`config.mk`:
```
export PLATFORM = sky130hd
export DESIGN_NAME = boxcar_hysteresis_frequency_meter
export DESIGN_NICKNAME = d
export VERILOG_FILES = /design/src/hdl/bhfm_pkg.sv /design/src/hdl/bhfm_front.sv /design/src/hdl/bhfm_fifo.sv /design/src/hdl/bhfm_back.sv /design/src/hdl/boxcar_hysteresis_frequency_meter.sv
export SDC_FILE = /design/constraint.sdc
export NUM_CORES = 1
export LEC_CHECK = 0
export BUFFER_PORTS_ARGS = -buffer_cell sky130_fd_sc_hd__buf_4
export CORE_MARGIN = 1
export CORE_UTILIZATION = 57
export DETAILED_ROUTE_END_ITERATION = 10
export PLACE_DENSITY = 0.84
export REMOVE_ABC_BUFFERS = 1
export SYNTH_ARGS = -nofsm -noshare
export SYNTH_HDL_FRONTEND = slang
export SYNTH_SLANG_ARGS = --single-unit
```
`constraint.sdc`:
```
create_clock -name clk -period 5.7 [get_ports clk]
set_input_delay 0.855 -clock clk [delete_from_list [all_inputs] [get_ports clk]]
set_output_delay 0.855 -clock clk [all_outputs]
set_load 0.005 [all_outputs]
```
`src/hdl/bhfm_pkg.sv`:
```
// Shared types and constants of the boxcar hysteresis frequency meter.
package bhfm_pkg;

    localparam int SAMPLE_W    = 16;
    localparam int WORD_W      = 32;
    localparam int IN_TDATA_W  = 16;
    localparam int OUT_TDATA_W = 88;
    localparam int CFG_IDX_W   = 2;

    localparam int QUEUE_DEPTH = 4;
    localparam int QPTR_W      = 2;
    localparam int QCNT_W      = 3;

    localparam logic [CFG_IDX_W-1:0] REG_LOW_THRESHOLD  = 2'd0;
    localparam logic [CFG_IDX_W-1:0] REG_HIGH_THRESHOLD = 2'd1;
    localparam logic [CFG_IDX_W-1:0] REG_BLOCK_RATE     = 2'd2;

    localparam logic signed [SAMPLE_W-1:0] LOW_THRESHOLD_RST  = 16'sd2000;
    localparam logic signed [SAMPLE_W-1:0] HIGH_THRESHOLD_RST = 16'sd3000;
    localparam logic [WORD_W-1:0]          BLOCK_RATE_RST     = 32'd1000;

    localparam logic KIND_INIT  = 1'b0;
    localparam logic KIND_BLOCK = 1'b1;

    typedef struct packed {
        logic                  valid;
        logic [CFG_IDX_W-1:0]  index;
        logic [WORD_W-1:0]     data;
    } cfg_wr_t;

    typedef struct packed {
        logic [WORD_W-1:0]   frequency;
        logic [WORD_W-1:0]   period_blocks;
        logic                period_valid;
        logic                rising_edge;
        logic                level_state;
        logic [SAMPLE_W-1:0] average;
    } result_t;

endpackage

```
`src/hdl/bhfm_front.sv`:
```
// Front part: skips the preamble, sums samples into blocks and queues the work.
module bhfm_front
    import bhfm_pkg::*;
#(
    parameter int AVG_LEN = 10,
    localparam int ACC_W = SAMPLE_W + $clog2(AVG_LEN),
    localparam int CNT_W = (AVG_LEN > 1) ? $clog2(AVG_LEN) : 1
)
(
    input  logic                clk,
    input  logic                rst_n,
    input  logic                in_valid,
    output logic                in_ready,
    input  logic [SAMPLE_W-1:0] sample,
    output logic                push,
    output logic [ACC_W:0]      push_data,
    input  logic                queue_full
);

    logic [1:0]              pre_cnt_reg;
    logic [CNT_W-1:0]        cnt_reg;
    logic signed [ACC_W-1:0] acc_reg;
    logic signed [ACC_W-1:0] acc_next;
    logic signed [ACC_W-1:0] sample_ext;
    logic                    accept;
    logic                    in_preamble;
    logic                    block_done;

    assign in_ready    = !queue_full;
    assign accept      = in_valid && in_ready;
    assign in_preamble = (pre_cnt_reg != 2'd2);
    assign sample_ext  = ACC_W'($signed(sample));
    assign acc_next    = acc_reg + sample_ext;
    assign block_done  = (cnt_reg == CNT_W'(AVG_LEN - 1));

    always_comb
    begin
        push      = 1'b0;
        push_data = {KIND_BLOCK, acc_next};
        if (accept)
        begin
            if (in_preamble)
            begin
                push      = (pre_cnt_reg == 2'd1);
                push_data = {KIND_INIT, sample_ext};
            end
            else
            begin
                push = block_done;
            end
        end
    end

    always_ff @(posedge clk or negedge rst_n)
    begin
        if (!rst_n)
        begin
            pre_cnt_reg <= 2'd0;
            cnt_reg     <= '0;
            acc_reg     <= '0;
        end
        else if (accept)
        begin
            if (in_preamble)
            begin
                pre_cnt_reg <= pre_cnt_reg + 2'd1;
            end
            else if (block_done)
            begin
                cnt_reg <= '0;
                acc_reg <= '0;
            end
            else
            begin
                cnt_reg <= cnt_reg + CNT_W'(1);
                acc_reg <= acc_next;
            end
        end
    end

endmodule

```
`src/hdl/bhfm_fifo.sv`:
```
// Short queue of block sums and the level seed between the front and back parts.
module bhfm_fifo
    import bhfm_pkg::*;
#(
    parameter int WIDTH = 21
)
(
    input  logic             clk,
    input  logic             rst_n,
    input  logic             push,
    input  logic [WIDTH-1:0] push_data,
    output logic             full,
    input  logic             pop,
    output logic [WIDTH-1:0] pop_data,
    output logic             empty
);

    logic [WIDTH-1:0]  mem [QUEUE_DEPTH];
    logic [QPTR_W-1:0] wr_ptr_reg;
    logic [QPTR_W-1:0] rd_ptr_reg;
    logic [QCNT_W-1:0] count_reg;
    logic              do_push;
    logic              do_pop;

    assign full     = (count_reg == QCNT_W'(QUEUE_DEPTH));
    assign empty    = (count_reg == '0);
    assign do_push  = push && !full;
    assign do_pop   = pop && !empty;
    assign pop_data = mem[rd_ptr_reg];

    always_ff @(posedge clk)
    begin
        if (do_push)
        begin
            mem[wr_ptr_reg] <= push_data;
        end
    end

    always_ff @(posedge clk or negedge rst_n)
    begin
        if (!rst_n)
        begin
            wr_ptr_reg <= '0;
            rd_ptr_reg <= '0;
            count_reg  <= '0;
        end
        else
        begin
            if (do_push)
            begin
                wr_ptr_reg <= wr_ptr_reg + QPTR_W'(1);
            end
            if (do_pop)
            begin
                rd_ptr_reg <= rd_ptr_reg + QPTR_W'(1);
            end
            if (do_push && !do_pop)
            begin
                count_reg <= count_reg + QCNT_W'(1);
            end
            else if (do_pop && !do_push)
            begin
                count_reg <= count_reg - QCNT_W'(1);
            end
        end
    end

endmodule

```
`src/hdl/bhfm_back.sv`:
```
// Back part: averages a block, runs the hysteresis, measures the period and frequency.
module bhfm_back
    import bhfm_pkg::*;
#(
    parameter int AVG_LEN = 10,
    localparam int ACC_W = SAMPLE_W + $clog2(AVG_LEN),
    localparam int SHIFT = ACC_W + $clog2(AVG_LEN),
    localparam int PROD_W = 2 * ACC_W + 1
)
(
    input  logic           clk,
    input  logic           rst_n,
    input  cfg_wr_t        cfg,
    input  logic           q_empty,
    input  logic [ACC_W:0] q_data,
    output logic           q_pop,
    output logic           out_valid,
    input  logic           out_ready,
    output result_t        result
);

    localparam logic [ACC_W:0] RECIP = (ACC_W + 1)'(((64'd1 << SHIFT) + AVG_LEN - 1) / AVG_LEN);

    localparam logic [2:0] S_IDLE = 3'd0;
    localparam logic [2:0] S_MUL  = 3'd1;
    localparam logic [2:0] S_AVG  = 3'd2;
    localparam logic [2:0] S_DIV  = 3'd3;
    localparam logic [2:0] S_EMIT = 3'd4;

    logic [2:0]                 state_reg;
    logic signed [SAMPLE_W-1:0] low_reg;
    logic signed [SAMPLE_W-1:0] high_reg;
    logic [WORD_W-1:0]          rate_reg;
    logic                       level_reg;
    logic                       edge_seen_reg;
    logic [WORD_W-1:0]          blocks_reg;
    logic                       out_valid_reg;
    result_t                    result_reg;

    logic                       neg_reg;
    logic [ACC_W-1:0]           mag_reg;
    logic [PROD_W-1:0]          prod_reg;
    logic [SAMPLE_W-1:0]        avg_reg;
    logic                       rise_reg;
    logic                       valid_reg;
    logic [WORD_W-1:0]          period_reg;
    logic [WORD_W:0]            rem_reg;
    logic [WORD_W-1:0]          quo_reg;
    logic [4:0]                 step_reg;

    logic signed [ACC_W-1:0]    q_value;
    logic signed [SAMPLE_W-1:0] seed;
    logic signed [SAMPLE_W+1:0] seed_twice;
    logic signed [SAMPLE_W+1:0] mid_sum;
    logic [PROD_W-1:0]          q_wide;
    logic [SAMPLE_W:0]          q_mag;
    logic signed [SAMPLE_W-1:0] avg_c;
    logic [WORD_W-1:0]          blocks_inc;
    logic                       rise_c;
    logic                       level_mid;
    logic                       level_c;
    logic [WORD_W:0]            rem_shift;
    logic [WORD_W:0]            rem_diff;
    logic                       emit_load;

    assign q_value    = $signed(q_data[ACC_W-1:0]);
    assign seed       = q_data[SAMPLE_W-1:0];
    assign seed_twice = (SAMPLE_W + 2)'(seed) <<< 1;
    assign mid_sum    = (SAMPLE_W + 2)'(low_reg) + (SAMPLE_W + 2)'(high_reg);
    assign q_pop      = (state_reg == S_IDLE) && !q_empty;

    always_comb
    begin
        q_wide     = prod_reg >> SHIFT;
        q_mag      = q_wide[SAMPLE_W:0];
        avg_c      = neg_reg ? SAMPLE_W'((SAMPLE_W + 1)'(0) - q_mag) : q_mag[SAMPLE_W-1:0];
        blocks_inc = (&blocks_reg) ? blocks_reg : blocks_reg + WORD_W'(1);
        rise_c     = !level_reg && (avg_c > high_reg);
        level_mid  = level_reg || rise_c;
        level_c    = level_mid && !(avg_c < low_reg);
        rem_shift  = {rem_reg[WORD_W-1:0], quo_reg[WORD_W-1]};
        rem_diff   = rem_shift - {1'b0, period_reg};
    end

    assign emit_load = (state_reg == S_EMIT) && (!out_valid_reg || out_ready);

    always_ff @(posedge clk or negedge rst_n)
    begin
        if (!rst_n)
        begin
            state_reg     <= S_IDLE;
            low_reg       <= LOW_THRESHOLD_RST;
            high_reg      <= HIGH_THRESHOLD_RST;
            rate_reg      <= BLOCK_RATE_RST;
            level_reg     <= 1'b0;
            edge_seen_reg <= 1'b0;
            blocks_reg    <= '0;
            out_valid_reg <= 1'b0;
        end
        else
        begin
            if (cfg.valid)
            begin
                unique case (cfg.index)
                    REG_LOW_THRESHOLD:  low_reg  <= cfg.data[SAMPLE_W-1:0];
                    REG_HIGH_THRESHOLD: high_reg <= cfg.data[SAMPLE_W-1:0];
                    REG_BLOCK_RATE:     rate_reg <= cfg.data;
                    default:            ;
                endcase
            end

            if (emit_load)
            begin
                out_valid_reg <= 1'b1;
            end
            else if (out_ready)
            begin
                out_valid_reg <= 1'b0;
            end

            unique case (state_reg)
                S_IDLE:
                begin
                    if (!q_empty)
                    begin
                        if (q_data[ACC_W] == KIND_INIT)
                        begin
                            level_reg <= (seed_twice > mid_sum);
                        end
                        else
                        begin
                            state_reg <= S_MUL;
                        end
                    end
                end
                S_MUL:
                begin
                    state_reg <= S_AVG;
                end
                S_AVG:
                begin
                    level_reg <= level_c;
                    if (rise_c)
                    begin
                        edge_seen_reg <= 1'b1;
                        blocks_reg    <= '0;
                    end
                    else
                    begin
                        blocks_reg <= blocks_inc;
                    end
                    state_reg <= (rise_c && edge_seen_reg) ? S_DIV : S_EMIT;
                end
                S_DIV:
                begin
                    if (step_reg == '0)
                    begin
                        state_reg <= S_EMIT;
                    end
                end
                S_EMIT:
                begin
                    if (emit_load)
                    begin
                        state_reg <= S_IDLE;
                    end
                end
                default:
                begin
                    state_reg <= S_IDLE;
                end
            endcase
        end
    end

    always_ff @(posedge clk)
    begin
        if (q_pop)
        begin
            neg_reg <= q_value[ACC_W-1];
            mag_reg <= q_value[ACC_W-1] ? ACC_W'(-q_value) : ACC_W'(q_value);
        end
        if (state_reg == S_MUL)
        begin
            prod_reg <= PROD_W'(mag_reg) * PROD_W'(RECIP);
        end
        if (state_reg == S_AVG)
        begin
            avg_reg    <= avg_c;
            rise_reg   <= rise_c;
            valid_reg  <= rise_c && edge_seen_reg;
            period_reg <= (rise_c && edge_seen_reg) ? blocks_inc : '0;
            rem_reg    <= '0;
            quo_reg    <= rate_reg;
            step_reg   <= 5'd31;
        end
        if (state_reg == S_DIV)
        begin
            step_reg <= step_reg - 5'd1;
            if (!rem_diff[WORD_W])
            begin
                rem_reg <= rem_diff;
                quo_reg <= {quo_reg[WORD_W-2:0], 1'b1};
            end
            else
            begin
                rem_reg <= rem_shift;
                quo_reg <= {quo_reg[WORD_W-2:0], 1'b0};
            end
        end
        if (emit_load)
        begin
            result_reg.average       <= avg_reg;
            result_reg.level_state   <= level_reg;
            result_reg.rising_edge   <= rise_reg;
            result_reg.period_valid  <= valid_reg;
            result_reg.period_blocks <= period_reg;
            result_reg.frequency     <= valid_reg ? quo_reg : '0;
        end
    end

    assign out_valid = out_valid_reg;
    assign result    = result_reg;

endmodule

```
`src/hdl/boxcar_hysteresis_frequency_meter.sv`:
```
// Top level of the boxcar hysteresis frequency meter.
//
// Samples enter on the s_axis channel, one per transfer, and the front part takes one
// per cycle while its four-entry queue has room. The first two samples after reset
// are a preamble; the second seeds the comparator level. Then every AVG_LEN samples
// form one block, and each block yields exactly one transfer on the m_axis channel
// carrying the average, the level, the rising edge flag, the period and the frequency.
// A block without a measured period passes through the queue and the back part states
// S_IDLE, S_MUL, S_AVG and S_EMIT into the output register; a rising edge that closes
// a period adds the S_DIV state, where the frequency divider makes one quotient bit
// per cycle. The back part handles one block at a time, so with AVG_LEN samples per
// block the input runs at one sample per cycle only while the back part keeps up;
// otherwise the queue fills and s_axis_tready drops. When the receiver stalls, the
// finished result stays in the output register, the back part holds the next one,
// and the queue absorbs input. Reset clears the counters, the level and the edge
// history and loads the default thresholds and block rate. The cfg channel is always
// ready and should only be written while no block is in flight.
module boxcar_hysteresis_frequency_meter
    import bhfm_pkg::*;
#(
    parameter int AVG_LEN = 10
)
(
    input  logic                   clk,
    input  logic                   rst_n,
    input  logic                   s_axis_tvalid,
    output logic                   s_axis_tready,
    input  logic [IN_TDATA_W-1:0]  s_axis_tdata,   // [15:0] sample
    output logic                   m_axis_tvalid,
    input  logic                   m_axis_tready,
    // [15:0] average, [16] level_state, [17] rising_edge, [18] period_valid,
    // [50:19] period_blocks, [82:51] frequency, [87:83] zero
    output logic [OUT_TDATA_W-1:0] m_axis_tdata,
    input  logic                   cfg_valid,
    output logic                   cfg_ready,
    input  logic [CFG_IDX_W-1:0]   cfg_index,
    input  logic [WORD_W-1:0]      cfg_data
);

    localparam int ACC_W = SAMPLE_W + $clog2(AVG_LEN);

    logic           push;
    logic [ACC_W:0] push_data;
    logic           queue_full;
    logic           pop;
    logic [ACC_W:0] pop_data;
    logic           queue_empty;
    cfg_wr_t        cfg;
    result_t        result;

    assign cfg_ready = 1'b1;
    assign cfg.valid = cfg_valid && cfg_ready;
    assign cfg.index = cfg_index;
    assign cfg.data  = cfg_data;

    bhfm_front #(
        .AVG_LEN (AVG_LEN)
    ) u_front (
        .clk        (clk),
        .rst_n      (rst_n),
        .in_valid   (s_axis_tvalid),
        .in_ready   (s_axis_tready),
        .sample     (s_axis_tdata[SAMPLE_W-1:0]),
        .push       (push),
        .push_data  (push_data),
        .queue_full (queue_full)
    );

    bhfm_fifo #(
        .WIDTH (ACC_W + 1)
    ) u_fifo (
        .clk       (clk),
        .rst_n     (rst_n),
        .push      (push),
        .push_data (push_data),
        .full      (queue_full),
        .pop       (pop),
        .pop_data  (pop_data),
        .empty     (queue_empty)
    );

    bhfm_back #(
        .AVG_LEN (AVG_LEN)
    ) u_back (
        .clk       (clk),
        .rst_n     (rst_n),
        .cfg       (cfg),
        .q_empty   (queue_empty),
        .q_data    (pop_data),
        .q_pop     (pop),
        .out_valid (m_axis_tvalid),
        .out_ready (m_axis_tready),
        .result    (result)
    );

    assign m_axis_tdata = {5'd0, result.frequency, result.period_blocks,
                           result.period_valid, result.rising_edge,
                           result.level_state, result.average};

endmodule

```
==> flow_results.org, run 1 <==
** Die
- The die is between 200 and 250 um tall.
- Core Rows :: 83
- about 150 I/O pins were placed.
- Placeable Area :: 51300 um2
- Starting utilization of the core area :: 0.577
- In this run the horizontal extent of the chip is between 200 and 250 um.
- The floorplan step defined a die boundary enclosing between 50000 and 60000 um2.

** Setup path
- Setup crit start kind :: register
- The startpoint identified for the worst register-to-register timing path is u_back.mag_reg[4].
- Along the worst path, the maximum fanout reaches 4.
- CP max stage delay :: between 0.5 and 0.6 ns
- Setup slack on the worst reg-to-reg path comes out at -0.50 ns.
- Endpoint of the most critical register-to-register path :: u_back.prod_reg[30]
- The number of buffers and inverters on the critical path is 3.
- Worst-path cell with the longest stage delay :: fa_2
- Largest delay contributor family on the critical path :: adder cells
- Ordered cell list for the critical path :: buf_6 > ha_4 > xor2_1 > ha_1 > fa_2 > fa_2 > fa_1 > fa_1 > ha_4 > ha_4 > buf_4 > a21oi_1 > nor2b_1 > o21ai_0 > nand2b_1 > a21oi_1 > nor2b_1 > o21ai_0 > nand2b_1 > a221oi_2 > buf_4 > xnor2_1
- Type of element capturing the critical path :: register
- Among the stages of the critical path, the cell type that occurs most often is ha_4.
- The worst register-to-register path has a depth of 22.
- STA puts the critical path data required time at about 6.1 ns.
- Setup CP Type :: register to register
- CP arrival :: 6.59 ns

** Finish
- After filler insertion, the fill cell instance count of the layout stands at 3475.
- Max reg flops :: 84
- The area growth from synthesis to layout is 18.1%.
- The finished layout holds 3644 standard cells, fillers aside.
- Of the cells placed in the final design, the portion with a size suffix greater than 1 is 0.211.
- Final cell area excluding filler cells :: 35000 um2
- Number of nets in the layout :: about 3400

** Routing
- First DRT Iteration DRCs :: 1704
- The final route contains between 20000 and 25000 vias.
- After detailed routing, the average wire length per cell comes to between 20 and 25 um.
- Vias per std cell :: 5.86
- Number of remaining DRC errors :: 0
- The routed design has 76000 um of wire.
- Count of nets left with antenna violations after detail routing :: 0
- The pre-antenna-repair detailed-routing pass consisted of 8 iterations.

** GRT
- The number of global-route vias before repair came to roughly 22000.
- Wire length of the first global-routing pass :: around 120000 um
- Global-route usage over all layers :: 0.284
- Largest net degree at the start of global routing :: 94
- Overflow after GRT :: 0
- The number of antenna violations at the first check in global routing was 3.

** STA
- Based on the critical path, the design can be clocked at up to about 0.16 GHz.
- The worst path in the final design needs a cycle of around 6.2 ns, including I/O delays and setup.
- After layout, the worst setup slack is -0.503 ns.
- Actual transition at the worst max-transition pin :: 1.19 ns
- Post-route clock skew :: about 0.038 ns
- Unrepaired setup endpoints after global routing :: yes
- In this run the tightest slew margin relative to its limit is 0.208.
- Final hold violations :: 0
- Fraction of the cycle the final worst path needs :: 1.09
- The final number of max-transition violations came to 0.
- Setup violations remaining at the end of the flow were counted as 11.

** Yosys
- Cell type with the highest aggregate area in the netlist :: edfxtp_1
- Synthesis inferred 458 register bits.
- Proportion of synthesized flip-flops having asynchronous set or reset :: 0.295
- For this run, the register share of the synthesized area comes to 0.442.
- EDFF count, synth :: roughly 320
- After synthesis, the mean cell area works out to 11.4 um2.
- Yosys warns :: 0
- Post-synthesis instance area :: just under 30000 um2
- For this run, the leading register cell type out of synthesis is edfxtp_1.
- Yosys top cell area share :: 0.327
- Counting distinct cell types in the post-synthesis netlist gives 76.
- By area the synthesized netlist is led by edfxtp_1 (33%), ha_1 (14%), dfrtp_1 (9.8%).
- Instance count of the mapped netlist :: approximately 2600

** Min path
- Worst hold-check path type :: input pin to asynchronous set/reset pin

** Clock tree
- Buffers inserted to repair hold after CTS numbered 0.
- The clock passes through at most 3 buffers.
- H-tree levels :: 2
- After clock tree synthesis, the clock-pin slew on the worst setup and hold paths is about 0.070 ns.
- CTS saw around 460 sinks.
- TritonCTS built the clock tree.
- In this run the clock root is driven by a clkbuf_16.
- Counting the buffers created by CTS gives between 40 and 50.
- Clock latency reported for the late side of the worst-skew pair :: just over 0.6 ns

** Placement
- The congestion estimate from routability-driven global placement came to ~1.
- Number of input and output port buffers inserted :: around 140
- Detailed placement ended at an HPWL of between 50000 and 60000 um.
- Including well taps, the total number of placed cells is between 3000 and 4000.
- Area post-placement :: 32300 um2

** Status
- Result of the run :: finished with violations
- The checks that failed: negative setup slack.

** Job
- Max-cap violations in this run came to 0.
-- synthesized netlist by cell type, drive strengths merged (4+ instances only) --
master,n
xor2,67
mux2,53
a2111oi,4
and3,21
or3,5
o21a,15
edfxtp,323
o31ai,27
nand2b,27
mux2i,29
a31oi,7
and2,54
nand4,15
xnor2,97
inv,296
or2,6
nor3b,4
dfrtp,116
clkbuf,43
buf,14
mux4,20
nand3,39
nor2b,27
a21o,38
o21ai,151
nor4,5
nand3b,7
ha,322
a22o,5
dfstp,19
nand2,278
a41oi,4
fa,133
a21oi,98
o21bai,12
a211o,4
nor3,24
nor2,137
or4,4
a211oi,14
-- routing by layer --
metal  GRT usage  routed length (um)
met2       0.497               37800
met4       0.157                4700
met3      0.0476                4920
met1       0.332               28600
met5           0                  27
-- placed cells by master, fill, tap and decap left out, types with 13 or more instances in the layout --
cell type    n
fa_1       123
nor2_1     126
edfxtp_1   323
mux4_2      20
and3_1      20
a21oi_1     87
clkbuf_16   48
inv_1      282
nor2b_1     25
clkinv_2    14
o21a_1      15
inv_2       14
xor2_1      64
mux2i_1     29
and2_1      54
nand2b_1    27
nor3_1      21
ha_1       276
nand4_1     15
xnor2_1     97
nand3_1     35
mux2_2      52
dfrtp_1    116
clkbuf_1    13
a21o_1      38
nand2_1    274
dfstp_2     19
o21ai_0    130
o21ai_1     20
buf_4      313
ha_4        42
o31ai_1     26
-- how the worst max path moves through the flow --
stage / start / depth (start not counted) / end / slack [ns]
6_report: u_back.mag_reg[4] / 22 / u_back.prod_reg[30] / -0.50
5_1_grt: u_back.mag_reg[4] / 22 / u_back.prod_reg[30] / -0.67
4_1_cts: u_back.mag_reg[15] / 24 / u_back.prod_reg[39] / -0.27
3_5_place_dp: u_back.mag_reg[4] / 26 / u_back.prod_reg[39] / -0.79
3_3_place_gp: u_back.mag_reg[4] / 26 / u_back.prod_reg[39] / -0.70
2_1_floorplan: u_back.state_reg[2] / 6 / u_back.state_reg[2] / -0.76
-- stage by stage --
step	hold slack, ns	worst slack [ns]	TNS [ns]	util
finish	0.313	-0.503	-2.76	0.682
global route	0.410	-0.668	-4.71	0.682
CTS	0.373	-0.268	-1.02	0.677
detailed placement	0.406	-0.790	-5.04	0.630
global placement	0.407	-0.697	-3.72	0.630
floorplan	0.400	-0.763	-39.06	-
-- logic make-up after synthesis --
logic type               synth area share
AO/OA/AOI/OAI                      0.0863
XOR/XNOR                           0.0485
adder cells (fa/ha/maj)             0.226
buffers and inverters              0.0476
flip-flops                          0.442
multiplexers                       0.0452
other                            0.000254
AND/OR/NAND/NOR                     0.104
-- repair_timing --
item                                    in CTS  in global routing
endpoints found under the setup margin      13                 13
buffers inserted                            32                 11
pin swaps                                  104                 16
gates resized for setup                     95                 34
-- cell type report --
type / count / area [um2] / share of cell area
multi-input combinational: 1795 / 15900 / 0.455
clock buffer: 65 / 1310 / 0.0373
timing repair buffer: 324 / 2470 / 0.0707
sequential: 458 / 13100 / 0.375
inverter: 296 / 1110 / 0.0318
tap: 680 / 851 / 0.0243
antenna: 1 / 2.50 / 0.0000716
clock inverter: 25 / 209 / 0.00597
Power of run 1 is not shown: default switching activity piles up to over one toggle a cycle in this logic, so the estimate is an artifact.
==> run 2: changes to the inputs <==
--- a/config.mk
+++ b/config.mk
@@ -7,10 +7,9 @@
 export LEC_CHECK = 0
 export BUFFER_PORTS_ARGS = -buffer_cell sky130_fd_sc_hd__buf_4
 export CORE_MARGIN = 1
-export CORE_UTILIZATION = 57
+export CORE_UTILIZATION = 40
 export DETAILED_ROUTE_END_ITERATION = 10
-export PLACE_DENSITY = 0.84
-export REMOVE_ABC_BUFFERS = 1
+export PLACE_DENSITY = 0.64
 export SYNTH_ARGS = -nofsm -noshare
 export SYNTH_HDL_FRONTEND = slang
 export SYNTH_SLANG_ARGS = --single-unit
==> flow_results.org, run 2 (synthesis results as in run 1) <==
** Die
- The y dimension of the die is 274 um (was 230 um).
- Width of the die :: 274 um (was 230 um)
- Starting utilization of the core area :: 0.405 (was 0.577)
- The number of I/O pins was 146 (unchanged).
- Core Rows :: 99 (was 83)
- The area of the core was 73100 um2 (was 51300 um2).
- Full die area :: 75100 um2 (was 52900 um2)

** Clock tree
- Sinks on the clock net :: 458 (unchanged)
- Clock slew at the register clock pins of the worst setup and hold paths :: 0.06 ns (was 0.07 ns)
- Clock latency reported for the late side of the worst-skew pair :: 0.62 ns (about the same)
- CTS root buffer :: clkbuf_16 (unchanged)
- The clock tree from TritonCTS is built (unchanged).
- The level count of the clock H-tree came to 2 (unchanged).
- Number of buffers between clock root and the deepest sink :: 3 (unchanged)
- The number of buffers created by CTS was 52 (was 48).

** STA
- The highest clock rate is 0.167 GHz (was 0.161 GHz).
- Slew HR :: 0.182 (was 0.208)
- Unrepaired setup endpoints after global routing: yes (unchanged).
- The final number of max-transition violations is 0 (unchanged).
- The worst clock skew on the final layout was 0.0346 ns (was 0.0379 ns).
- Fraction of the cycle the final worst path needs :: 1.05 (was 1.09)
- The transition at the pin with the smallest max-transition slack came to 1.22 ns (was 1.19 ns).
- Setup slack after layout :: -0.292 ns (was -0.503 ns)
- Final hold violations :: 0 (unchanged)
- The total setup violations reported at the end of the flow was 6 (was 11).
- Final min period :: 5.99 ns (was 6.20 ns)

** Finish
- Ratio of cells with drive above 1 in the final layout :: 0.217 (was 0.211)
- Final cell area excluding filler cells :: 35700 um2 (was 35000 um2)
- Number of fillers in the final layout :: 6521 (was 3475)
- Area grow syn2layout :: 20.4% (was 18.1%)
- Max reg flops :: 84 (unchanged)
- Number of nets in the layout :: 3438 (was 3433)
- Most frequent standard cell in the layout excluding fill and tap cells :: edfxtp_1 (unchanged)
- Top library cells by usage in the layout, fill and taps aside :: edfxtp_1 (323), buf_4 (317), inv_1 (278), nand2_1 (274), ha_1 (270) (was edfxtp_1 (323), buf_4 (313), inv_1 (282), ha_1 (276), nand2_1 (274))

** Job
- Number of max-cap violations :: 0 (unchanged)

** Routing
- Vias per std cell :: 5.13 (was 5.86)
- The first-pass iteration count of the detailed router is 8 (unchanged).
- Routed length per instance :: 18.9 um (was 20.9 um)
- Number of remaining DRC errors :: 18 (was 0)
- The via total after detailed routing came to 20200 (was 21300).
- First DRT Iteration DRCs :: 1228 (was 1704)
- Count of nets left with antenna violations after detail routing :: 0 (unchanged)
- Post-detailed-routing wire length :: 74400 um (was 76000 um)

** Placement
- Area post-placement :: 33300 um2 (was 32300 um2)
- The detailed-placement wirelength estimate was 56800 um (was 54100 um).
- The number of port buffers was 139 (unchanged).
- The global placer's final weighted congestion came to 0.926 (was 0.998).

** Status
- Violations in the final reports :: design-rule violations, negative setup slack (was negative setup slack)
- Result of the run: finished with violations (unchanged).

** Setup path
- Flop2flop setup slack :: -0.29 ns (was -0.50 ns)
- CP arrival :: 6.34 ns (was 6.59 ns)
- Setup CP Type :: register to register (unchanged)
- The worst setup path startpoint is u_back.mag_reg[13] (was u_back.mag_reg[4]).
- Setup crit start kind :: register (unchanged)
- The worst endpoint required time is 6.05 ns (was 6.09 ns).
- The reg-to-reg endpoint is u_back.prod_reg[39] (was u_back.prod_reg[30]).
- The number of cells on the worst reg-to-reg path is 23 (was 22).
- The kind of end point of the critical path was a register (unchanged).
- Biggest fanout along the worst timing path :: 2 (was 4)
- The origin of the critical flop-to-flop path is u_back.mag_reg[13] (was u_back.mag_reg[4]).

** Min path
- The worst hold path class is input pin to asynchronous set/reset pin (unchanged).

** GRT
- The wire length of the first global-routing pass came to 117000 um (about the same).
- The number of global-route vias before repair is 21000 (was 22200).
- The number of antenna violations at the first check in global routing is 2 (was 3).
- The global-route congestion overflow total came to 0 (unchanged).
- Largest net degree at the start of global routing :: 86 (was 94)
- Global-route usage over all layers :: 0.201 (was 0.284)
[run 2: worst max-delay path by stage]
stage | endpoint | slack (ns) | cells past startpoint
floorplan | u_back.prod_reg[39] | -0.08 | 23
global placement | u_back.prod_reg[39] | -0.45 | 20
detailed placement | u_back.prod_reg[39] | -0.49 | 21
CTS | u_back.prod_reg[39] | -0.32 | 23
global route | u_back.prod_reg[39] | -0.49 | 21
finish | u_back.prod_reg[39] | -0.29 | 23
[run 2: metal layers]
layer / part of all wire / GRT usage / vias up
met2: 0.50 / 0.355 / 400
li1: - / - / 9674
met3: 0.037 / 0.0271 / 120
met5: 0.00016 / 0 / -
met4: 0.032 / 0.0637 / 2
met1: 0.43 / 0.252 / 9955
[run 2: timing repair]
action                     in CTS  in global routing
hold buffers                    0                  0
cloned                          0                  0
setup endpoints to repair       9                 10
resized for setup              48                 35
setup buffers                  28                  8
pin swaps                      53                 44
[run 2: area by class of cell]
class                           count  area [um2]  share of cell area
Sequential cell                   458       13100               0.367
Tap cell                          959        1200              0.0336
Timing Repair Buffer              325        2480              0.0695
Clock inverter                     28         325             0.00912
Clock buffer                       69        1440              0.0403
Inverter                          296        1110              0.0311
Antenna cell                        1        2.50           0.0000701
Multi-Input combinational cell   1795       16000               0.449
[run 2: worst max-delay path, cell delays in order (launching register included)]
cell and delay (ns):
edfxtp_1 0.41, buf_4 0.17, ha_4 0.24, buf_4 0.13, ha_1 0.28, fa_1 0.50, fa_1 0.57, fa_1 0.45
fa_1 0.49, inv_1 0.05, fa_1 0.49, inv_2 0.04, ha_4 0.27, nand3_4 0.07, nor2_4 0.10, a41oi_2 0.13
o211a_1 0.17, a21oi_4 0.20, o31ai_4 0.11, nor2b_2 0.16, mux2_4 0.34, o21bai_4 0.12, a21oi_1 0.09, xnor2_1 0.12
[run 2: per-stage QoR]
| step | hold slack, ns | std cells | utilization | setup slack [ns] | TNS (ns) |
|---|---|---|---|---|---|
| after floorplan | 0.400 | 2606 | - | -0.0766 | -0.0766 |
| after global placement | 0.408 | 3798 | 0.455 | -0.448 | -1.69 |
| after detailed placement | 0.406 | 3798 | 0.455 | -0.485 | -2.06 |
| after CTS | 0.318 | 3922 | 0.485 | -0.319 | -0.913 |
| after global routing | 0.359 | 3931 | 0.488 | -0.490 | -2.44 |
| final | 0.255 | 3931 | 0.488 | -0.292 | -0.976 |
Power of run 2 is left out for the same reason.
